==> src/rtl/core/tli_pkg.sv <==
`timescale 1ns / 1ps
// ----------------------------------------------------------------------------
// tli_pkg: shared definitions for the tape language interpreter
// Sizes, item opcodes, status codes, command characters and the command and
// status structs that join the controller and the datapath.
// ----------------------------------------------------------------------------
package tli_pkg;

  // Store sizes and the address widths derived from them.
  localparam int unsigned PROGRAM_BYTES = 4096;
  localparam int unsigned TAPE_CELLS    = 32768;
  localparam int unsigned PROG_AW       = $clog2(PROGRAM_BYTES);
  localparam int unsigned TAPE_AW       = $clog2(TAPE_CELLS);
  localparam int unsigned PC_W          = 13;
  localparam int unsigned CLR_DEPTH     = (PROGRAM_BYTES > TAPE_CELLS) ? PROGRAM_BYTES
                                                                      : TAPE_CELLS;
  localparam int unsigned CLR_W         = $clog2(CLR_DEPTH);

  // Item opcodes.
  localparam logic [1:0] OP_LOAD  = 2'd0;
  localparam logic [1:0] OP_START = 2'd1;
  localparam logic [1:0] OP_STEP  = 2'd2;

  // Run status codes.
  localparam logic [1:0] ST_RUN       = 2'd0;
  localparam logic [1:0] ST_END       = 2'd1;
  localparam logic [1:0] ST_UNMATCHED = 2'd2;

  // Command characters.
  localparam logic [7:0] CHR_INC   = 8'h2B;
  localparam logic [7:0] CHR_DEC   = 8'h2D;
  localparam logic [7:0] CHR_RIGHT = 8'h3E;
  localparam logic [7:0] CHR_LEFT  = 8'h3C;
  localparam logic [7:0] CHR_OUT   = 8'h2E;
  localparam logic [7:0] CHR_IN    = 8'h2C;
  localparam logic [7:0] CHR_OPEN  = 8'h5B;
  localparam logic [7:0] CHR_CLOSE = 8'h5D;

  // Classes of a program byte.
  localparam logic [3:0] CLS_OTHER = 4'd0;
  localparam logic [3:0] CLS_ZERO  = 4'd1;
  localparam logic [3:0] CLS_INC   = 4'd2;
  localparam logic [3:0] CLS_DEC   = 4'd3;
  localparam logic [3:0] CLS_RIGHT = 4'd4;
  localparam logic [3:0] CLS_LEFT  = 4'd5;
  localparam logic [3:0] CLS_OUT   = 4'd6;
  localparam logic [3:0] CLS_IN    = 4'd7;
  localparam logic [3:0] CLS_OPEN  = 4'd8;
  localparam logic [3:0] CLS_CLOSE = 4'd9;

  // Commands from the controller to the datapath.
  typedef struct packed {
    logic latch;          // capture the accepted item
    logic clr_write;      // clearing sweep writes zero and advances
    logic prog_write;     // write the load byte into the program store
    logic read_exec;      // read program byte at the counter and the current cell
    logic tape_inc;
    logic tape_dec;
    logic tape_in;
    logic cell_fwd;
    logic cell_back;
    logic emit;
    logic take;
    logic pc_inc;
    logic pc_clear;
    logic pc_from_scan;   // counter lands just past the matching bracket
    logic halt_clear;
    logic halt_end;
    logic halt_unmatched;
    logic scan_init;
    logic scan_fwd;       // step the scan position up and read there
    logic scan_bwd;       // step the scan position down and read there
    logic depth_up;
    logic depth_down;
    logic out_load;
  } tli_cmd_t;

  // Status from the datapath to the controller.
  typedef struct packed {
    logic [1:0] opcode;
    logic       halted;
    logic       pc_past_end;
    logic [3:0] cls;
    logic       cell_zero;
    logic       scan_fwd_limit;
    logic       scan_at_zero;
    logic       depth_one;
    logic       out_free;
    logic       clr_last;
  } tli_stat_t;

  // Sorts a program byte into its command class.
  function automatic logic [3:0] char_class(input logic [7:0] c);
    logic [3:0] r;
    unique case (c)
      8'h00:     r = CLS_ZERO;
      CHR_INC:   r = CLS_INC;
      CHR_DEC:   r = CLS_DEC;
      CHR_RIGHT: r = CLS_RIGHT;
      CHR_LEFT:  r = CLS_LEFT;
      CHR_OUT:   r = CLS_OUT;
      CHR_IN:    r = CLS_IN;
      CHR_OPEN:  r = CLS_OPEN;
      CHR_CLOSE: r = CLS_CLOSE;
      default:   r = CLS_OTHER;
    endcase
    return r;
  endfunction

endpackage

==> src/rtl/core/tli_ctrl.sv <==
`timescale 1ns / 1ps
// ----------------------------------------------------------------------------
// tli_ctrl: sequencer of the tape language interpreter
// Runs the clearing sweep after reset, then takes one item at a time through
// decode, command execution, bracket scans and the result hand-off.
// ----------------------------------------------------------------------------
module tli_ctrl (
  input  logic               clk,
  input  logic               rst,
  input  logic               in_valid,
  output logic               in_ready,
  output tli_pkg::tli_cmd_t  cmd,
  input  tli_pkg::tli_stat_t stat
);

  localparam logic [3:0] S_CLEAR     = 4'd0;
  localparam logic [3:0] S_IDLE      = 4'd1;
  localparam logic [3:0] S_DECODE    = 4'd2;
  localparam logic [3:0] S_EXEC      = 4'd3;
  localparam logic [3:0] S_FWD_ISSUE = 4'd4;
  localparam logic [3:0] S_FWD_CHECK = 4'd5;
  localparam logic [3:0] S_BWD_ISSUE = 4'd6;
  localparam logic [3:0] S_BWD_CHECK = 4'd7;
  localparam logic [3:0] S_RESULT    = 4'd8;

  logic [3:0] state;
  logic [3:0] state_next;

  // State register.
  always_ff @(posedge clk) begin
    if (rst) begin
      state <= S_CLEAR;
    end else begin
      state <= state_next;
    end
  end

  assign in_ready = (state == S_IDLE);

  // Next state and commands.
  always_comb begin
    cmd        = '0;
    state_next = state;
    unique case (state)
      S_CLEAR: begin
        cmd.clr_write = 1'b1;
        if (stat.clr_last) begin
          state_next = S_IDLE;
        end
      end
      S_IDLE: begin
        if (in_valid) begin
          cmd.latch  = 1'b1;
          state_next = S_DECODE;
        end
      end
      S_DECODE: begin
        state_next = S_RESULT;
        unique case (stat.opcode)
          tli_pkg::OP_LOAD: begin
            cmd.prog_write = 1'b1;
          end
          tli_pkg::OP_START: begin
            cmd.pc_clear   = 1'b1;
            cmd.halt_clear = 1'b1;
          end
          tli_pkg::OP_STEP: begin
            if (!stat.halted) begin
              if (stat.pc_past_end) begin
                cmd.halt_end = 1'b1;
              end else begin
                cmd.read_exec = 1'b1;
                state_next    = S_EXEC;
              end
            end
          end
          default: begin
            state_next = S_RESULT;
          end
        endcase
      end
      S_EXEC: begin
        state_next = S_RESULT;
        unique case (stat.cls)
          tli_pkg::CLS_ZERO: begin
            cmd.halt_end = 1'b1;
          end
          tli_pkg::CLS_INC: begin
            cmd.tape_inc = 1'b1;
            cmd.pc_inc   = 1'b1;
          end
          tli_pkg::CLS_DEC: begin
            cmd.tape_dec = 1'b1;
            cmd.pc_inc   = 1'b1;
          end
          tli_pkg::CLS_RIGHT: begin
            cmd.cell_fwd = 1'b1;
            cmd.pc_inc   = 1'b1;
          end
          tli_pkg::CLS_LEFT: begin
            cmd.cell_back = 1'b1;
            cmd.pc_inc    = 1'b1;
          end
          tli_pkg::CLS_OUT: begin
            cmd.emit   = 1'b1;
            cmd.pc_inc = 1'b1;
          end
          tli_pkg::CLS_IN: begin
            cmd.tape_in = 1'b1;
            cmd.take    = 1'b1;
            cmd.pc_inc  = 1'b1;
          end
          tli_pkg::CLS_OPEN: begin
            if (stat.cell_zero) begin
              cmd.scan_init = 1'b1;
              state_next    = S_FWD_ISSUE;
            end else begin
              cmd.pc_inc = 1'b1;
            end
          end
          tli_pkg::CLS_CLOSE: begin
            if (stat.cell_zero) begin
              cmd.pc_inc = 1'b1;
            end else begin
              cmd.scan_init = 1'b1;
              state_next    = S_BWD_ISSUE;
            end
          end
          default: begin
            cmd.pc_inc = 1'b1;
          end
        endcase
      end
      // Forward scan: step up one byte and read it.
      S_FWD_ISSUE: begin
        if (stat.scan_fwd_limit) begin
          cmd.halt_unmatched = 1'b1;
          state_next         = S_RESULT;
        end else begin
          cmd.scan_fwd = 1'b1;
          state_next   = S_FWD_CHECK;
        end
      end
      S_FWD_CHECK: begin
        state_next = S_FWD_ISSUE;
        case (stat.cls)
          tli_pkg::CLS_ZERO: begin
            cmd.halt_unmatched = 1'b1;
            state_next         = S_RESULT;
          end
          tli_pkg::CLS_OPEN: begin
            cmd.depth_up = 1'b1;
          end
          tli_pkg::CLS_CLOSE: begin
            if (stat.depth_one) begin
              cmd.pc_from_scan = 1'b1;
              state_next       = S_RESULT;
            end else begin
              cmd.depth_down = 1'b1;
            end
          end
          default: begin
            state_next = S_FWD_ISSUE;
          end
        endcase
      end
      // Backward scan: step down one byte and read it.
      S_BWD_ISSUE: begin
        if (stat.scan_at_zero) begin
          cmd.halt_unmatched = 1'b1;
          state_next         = S_RESULT;
        end else begin
          cmd.scan_bwd = 1'b1;
          state_next   = S_BWD_CHECK;
        end
      end
      S_BWD_CHECK: begin
        state_next = S_BWD_ISSUE;
        case (stat.cls)
          tli_pkg::CLS_CLOSE: begin
            cmd.depth_up = 1'b1;
          end
          tli_pkg::CLS_OPEN: begin
            if (stat.depth_one) begin
              cmd.pc_from_scan = 1'b1;
              state_next       = S_RESULT;
            end else begin
              cmd.depth_down = 1'b1;
            end
          end
          default: begin
            state_next = S_BWD_ISSUE;
          end
        endcase
      end
      // Hand the result to the output register once it is free.
      S_RESULT: begin
        if (stat.out_free) begin
          cmd.out_load = 1'b1;
          state_next   = S_IDLE;
        end
      end
      default: begin
        state_next = S_CLEAR;
      end
    endcase
  end

endmodule

==> config.mk <==
export PLATFORM = sky130hd
export DESIGN_NAME = tli_ctrl
export DESIGN_NICKNAME = d
export VERILOG_FILES = /design/src/rtl/core/tli_pkg.sv /design/src/rtl/core/tli_ctrl.sv
export SDC_FILE = /design/constraint.sdc
export NUM_CORES = 1
export LEC_CHECK = 0
export BUFFER_PORTS_ARGS = -buffer_cell sky130_fd_sc_hd__buf_4
export CAP_MARGIN = 20
export CORE_MARGIN = 2
export CORE_UTILIZATION = 45
export CTS_CLUSTER_DIAMETER = 50
export DETAILED_ROUTE_END_ITERATION = 8
export GPL_ROUTABILITY_DRIVEN = 0
export PLACE_DENSITY_LB_ADDON = 0.15
export SETUP_SLACK_MARGIN = 0.05
export SLEW_MARGIN = 40
export SYNTH_ARGS = -nofsm -noshare
export SYNTH_HDL_FRONTEND = slang
export SYNTH_SLANG_ARGS = --single-unit
export TNS_END_PERCENT = 20
==> constraint.sdc <==
create_clock -name clk -period 2.45 [get_ports clk]
set_clock_uncertainty 0.05 [all_clocks]
set_input_delay 0.1225 -clock clk [delete_from_list [all_inputs] [get_ports clk]]
set_output_delay 0.1225 -clock clk [all_outputs]
set_load 0.005 [all_outputs]
# [Word level (Yosys, flattened, before mapping)]
# Cells that the tools add are included.
[word_totals] reg_bits=4 in_bits=17
[classes] n_eq_ne=22 mux=62 n_reduce_logical=3
[op_table] cell="$mux W4" count=13
[op_table] cell="$mux W1" count=38
[op_table] cell="$pmux W4 S9" count=1
[op_table] cell="$eq A4 B3 Y1 const B" count=8
[op_table] cell="$eq A4 B2 Y1 const B" count=4
[op_table] cell="$pmux W4 S2" count=2
[op_table] cell="$eq A4 B4 Y1 const B" count=3
[op_table] cell="$eq A4 B1 Y1 const B" count=2
[op_table] cell="$mux W8" count=1
[op_table] cell="$ne A2 B2 Y1 const B" count=3
[op_table] cell="$pmux W1 S2" count=3
[op_table] cell="$pmux W1 S3" count=2
[op_table] cell="$logic_not A4 Y1" count=1
[op_table] cell="$pmux W2 S2" count=1
[op_table] cell="$reduce_and A3 Y1" count=1
[op_table] cell="$eq A2 B1 Y1 const B" count=1
[op_table] cell="$eq A2 B2 Y1 const B" count=1
[op_table] cell="$logic_not A2 Y1" count=1
[op_table] cell="$mux W2" count=1

# [Logic depth before layout (Yosys ltp)]
[depth] ltp_word=4 ltp_mapped=6 mapped_depth_nobuf=4

# [Least setup slack after synthesis]
# No wires, ideal clock.
[synth_timing] path_kind="register to output" from="register state[0]" to="output port cmd[10] in the netlist's numbering" arrival_ns=1.388 path_slack_ns=0.889 stages_incl_launch_ff=5 path_buffers=2 cell_sequence="dfxtp_1 -> buf_6 -> or4b_4 -> nor3b_1 -> buf_4"
[synth_lines] item="start: declaration" line="tli_ctrl.sv:26" source="logic [3:0] state;"
[synth_lines] item="start signal: assignment" line="tli_ctrl.sv:34" source="state <= state_next;"
[synth_lines] item="end: declaration" line="tli_ctrl.sv:12" source="output tli_pkg::tli_cmd_t cmd,"

==> results.yml <==
timing:
  tns_ns: 0
  relSlewSlack: 0.648
  tightestPinTransition_ns: 0.527
  finalHoldViolations: 0
  maxClockFrequency_mhz: 465
  grt_setup_unrepaired: "no"
  min_period_ns: 2.15
  post-route-period-util: 0.879
  finish_stage_setup_viols: 0
  drv_slew: 0
worst_setup_path:
  crit_path_start_kind: "flip-flop"
  worst_path_largest_cell_delay_ns: 0.64
  critical_path_arrival_ns: 1.98
  worstSetupPathType: "reg -> out"
  crit_path_max_fo: 17
  crit_path_cell_trace: "nand2b_1 -> nor3b_1 -> nand3b_1 -> nor3_1 -> buf_4"
  critPathCaptureType: "output pin"
  reg2reg_setup_slack_ns: 0.73
  cp_slowest_cell: "sky130_fd_sc_hd__dfxtp_1"
  worst-endpoint-required_ns: 2.28
synth:
  async_reset_ff_frac: 0
  count_of_unique_library_cells_instantiated_by_yosys: 41
  postSynth.topFlopCell: "sky130_fd_sc_hd__dfxtp_1"
  yosysWarningCount: 0
  largest_family_of_logic_cells_by_synthesized_area: "simple AND/OR/NAND/NOR gates"
  count_of_flip_flops_with_a_built_in_enable_after_synthesis: 0
  synth.largest_area_cell: "sky130_fd_sc_hd__dfxtp_1"
  cells_after_synth: 100
  ys_seq_area_frac: 0.121
  muxShareOfSynthArea: 0
  synthXorXnorAreaFrac: 0.0264
  synth_seq_cells: 4
  mappedNetlistNets: 117
  post_synth_fa_ha_maj_area_fraction: 0
  synth-simple-area-share: 0.502
  syn_area_sq_um: 663
  synth_area_leaders: "sky130_fd_sc_hd__dfxtp_1 (12%), sky130_fd_sc_hd__nor2_1 (9.1%), sky130_fd_sc_hd__nor3_1 (5.3%), sky130_fd_sc_hd__nand2_1 (4.5%), sky130_fd_sc_hd__nor3b_1 (4.5%)"
  syn_area_per_cell_sq_um: 6.63
  synth_top_area_share: 0.121
  synth-compound-area-share: 0.236
power:
  power.density_cell_area_nw_per_um2: 289
  pwr-share-seq: 0.318
  sw_frac_of_total: 0.326
  p_comb_frac: 0.400
  p_int_uw: 185
  switching_pwr_uw: 89.5
  fraction_of_power_consumed_by_the_clock_network: 0.282
  p_leak_nw: 0.448
  power.ir.vdd_worst_v: 0.000263
finish:
  mostFrequentLayoutCell: "sky130_fd_sc_hd__buf_4"
  final_standard_cell_count_with_taps_included_and_fillers_excluded: 149
  largest-register: "state"
  nFillCells: 124
  antennaDiodeCount: 0
  largest_register_ff_count: 4
  final_layout_size_suffix_gt1_frac: 0.336
  layout.cells.most_common_list: "sky130_fd_sc_hd__buf_4 (40), sky130_fd_sc_hd__nor2_1 (16), sky130_fd_sc_hd__nand2_1 (8), sky130_fd_sc_hd__nor3_1 (7), sky130_fd_sc_hd__inv_1 (6)"
  nNetsFinal: 153
  multi_input_area_sq_um: 507
  reg_top3: "state (4)"
  seq_area_sq_um: 80.1
  syn_to_final_growth_pct: 43.4
clock_network:
  cts_sinks: 4
  cts.hold.buffers_added: 0
  h_tree_levels: 1
  post-cts-setup-buffer-count: 0
  cts_resized: 0
  clk_path_buf_depth: 2
  numCtsBuffers: 3
  root_buffer: "sky130_fd_sc_hd__clkbuf_4"
  tritoncts: "built"
  worst_skew_pair.late_latency_ns: 0.23
  clkSlewWorstSetupHoldPaths_ns: 0.03
grt:
  grt_usage: 0.211
  number_of_antenna_violations_at_the_first_check_in_global_routing: 0
  grt_pass1_vias: 690
  first_pass_grt_wire_length_mm: 3.08
  overflow: 0
  grt_start_max_net_pins: 18
hold_path:
  worstHoldPathType: "in -> reg"
detailed_routing:
  ant_nets: 0
  vias: 831
  first_pass_iteration_count_of_the_detailed_router: 4
  remaining_drc_errors: 0
  detailedRoute.firstIterationViolations: 8
  wl_per_cell_microns: 12.4
  drt_wl_total_mm: 1.85
  post_drt_via_cell_ratio: 5.58
die:
  core_sq_um: 1330
  fp-row-count: 13
  die-area_sq_um: 1800
  dieWidth_microns: 42.4
  start_util: 0.497
  die_height_microns: 42.4
  io_count: 41
placed_design:
  numPortBuffers: 40
  dp_hpwl_mm: 1.48
  numPlacedInstances: 146
status:
  status: "complete, no violations"
flow_run:
  max-cap-violations: 0
-- worst max-delay path: cells and delay by family, from the launching register on --
family / cells / cell delay (ns)
flip-flops: 1 / 0.64
AND/OR/NAND/NOR: 4 / 0.98
buffers and inverters: 1 / 0.14
-- per-stage QoR --
step	cell area [sq um]	util	setup WS [ns]	hold slack, ns	power [mW]
2_1_floorplan	663	-	0.889	0.142	0.152
3_3_place_gp	928	0.696	0.638	0.275	0.195
3_5_place_dp	928	0.696	0.576	0.271	0.198
4_1_cts	951	0.713	0.310	0.0269	0.280
5_1_grt	951	0.713	0.0789	0.0430	0.300
6_report	951	0.713	0.298	0.0365	0.275
-- power groups by stage --
stage          combinational [mW]  clock (mW)  sequential (mW)
2_1_floorplan              0.0786           0           0.0735
3_3_place_gp                0.108           0           0.0875
3_5_place_dp                0.110           0           0.0880
4_1_cts                     0.110      0.0821           0.0870
5_1_grt                     0.123      0.0874           0.0893
6_report                    0.110      0.0775           0.0875
-- synthesized netlist by cell type, drive strengths merged, types with 2 or more instances --
| cell | n |
|---|---|
| buf | 7 |
| nand2 | 8 |
| nor2b | 3 |
| and3 | 2 |
| inv | 6 |
| nand2b | 4 |
| xor2 | 2 |
| a31oi | 2 |
| and2 | 2 |
| o211ai | 2 |
| nor3 | 7 |
| nor2 | 16 |
| nor4 | 2 |
| clkbuf | 2 |
| nor3b | 5 |
| nand3 | 3 |
| dfxtp | 4 |
| a21oi | 2 |
| nand3b | 2 |
-- per-layer routing --
metal	GRT usage	up-vias	part of all wire
met1	0.317	371	0.46
met5	0	-	0
met2	0.326	29	0.49
li1	-	431	-
met4	0.0563	0	0
met3	0.00862	0	0.056
-- final timing paths --
path,to,from,cells after the start
hold / removal,state[2],rst,2
setup reg to reg,state[3],state[0],4
hold reg to reg,state[2],state[2],2
setup / recovery,cmd[15],state[0],5
-- layout make-up --
| type | count | share of cell area |
|---|---|---|
| clock buffers | 3 | 0.0237 |
| flip-flops and latches | 4 | 0.0842 |
| inverters | 6 | 0.0237 |
| well taps | 15 | 0.0197 |
| repair buffers | 40 | 0.316 |
| multi-input cells | 81 | 0.533 |
-- cell families (layout without fill, tap and decap cells) --
group,Yosys count,in the layout
compound gates,20,20
buf+inv,15,49
flops,4,4
simple gates,59,59
xor+xnor,2,2
(Power assumes the default switching activity.)
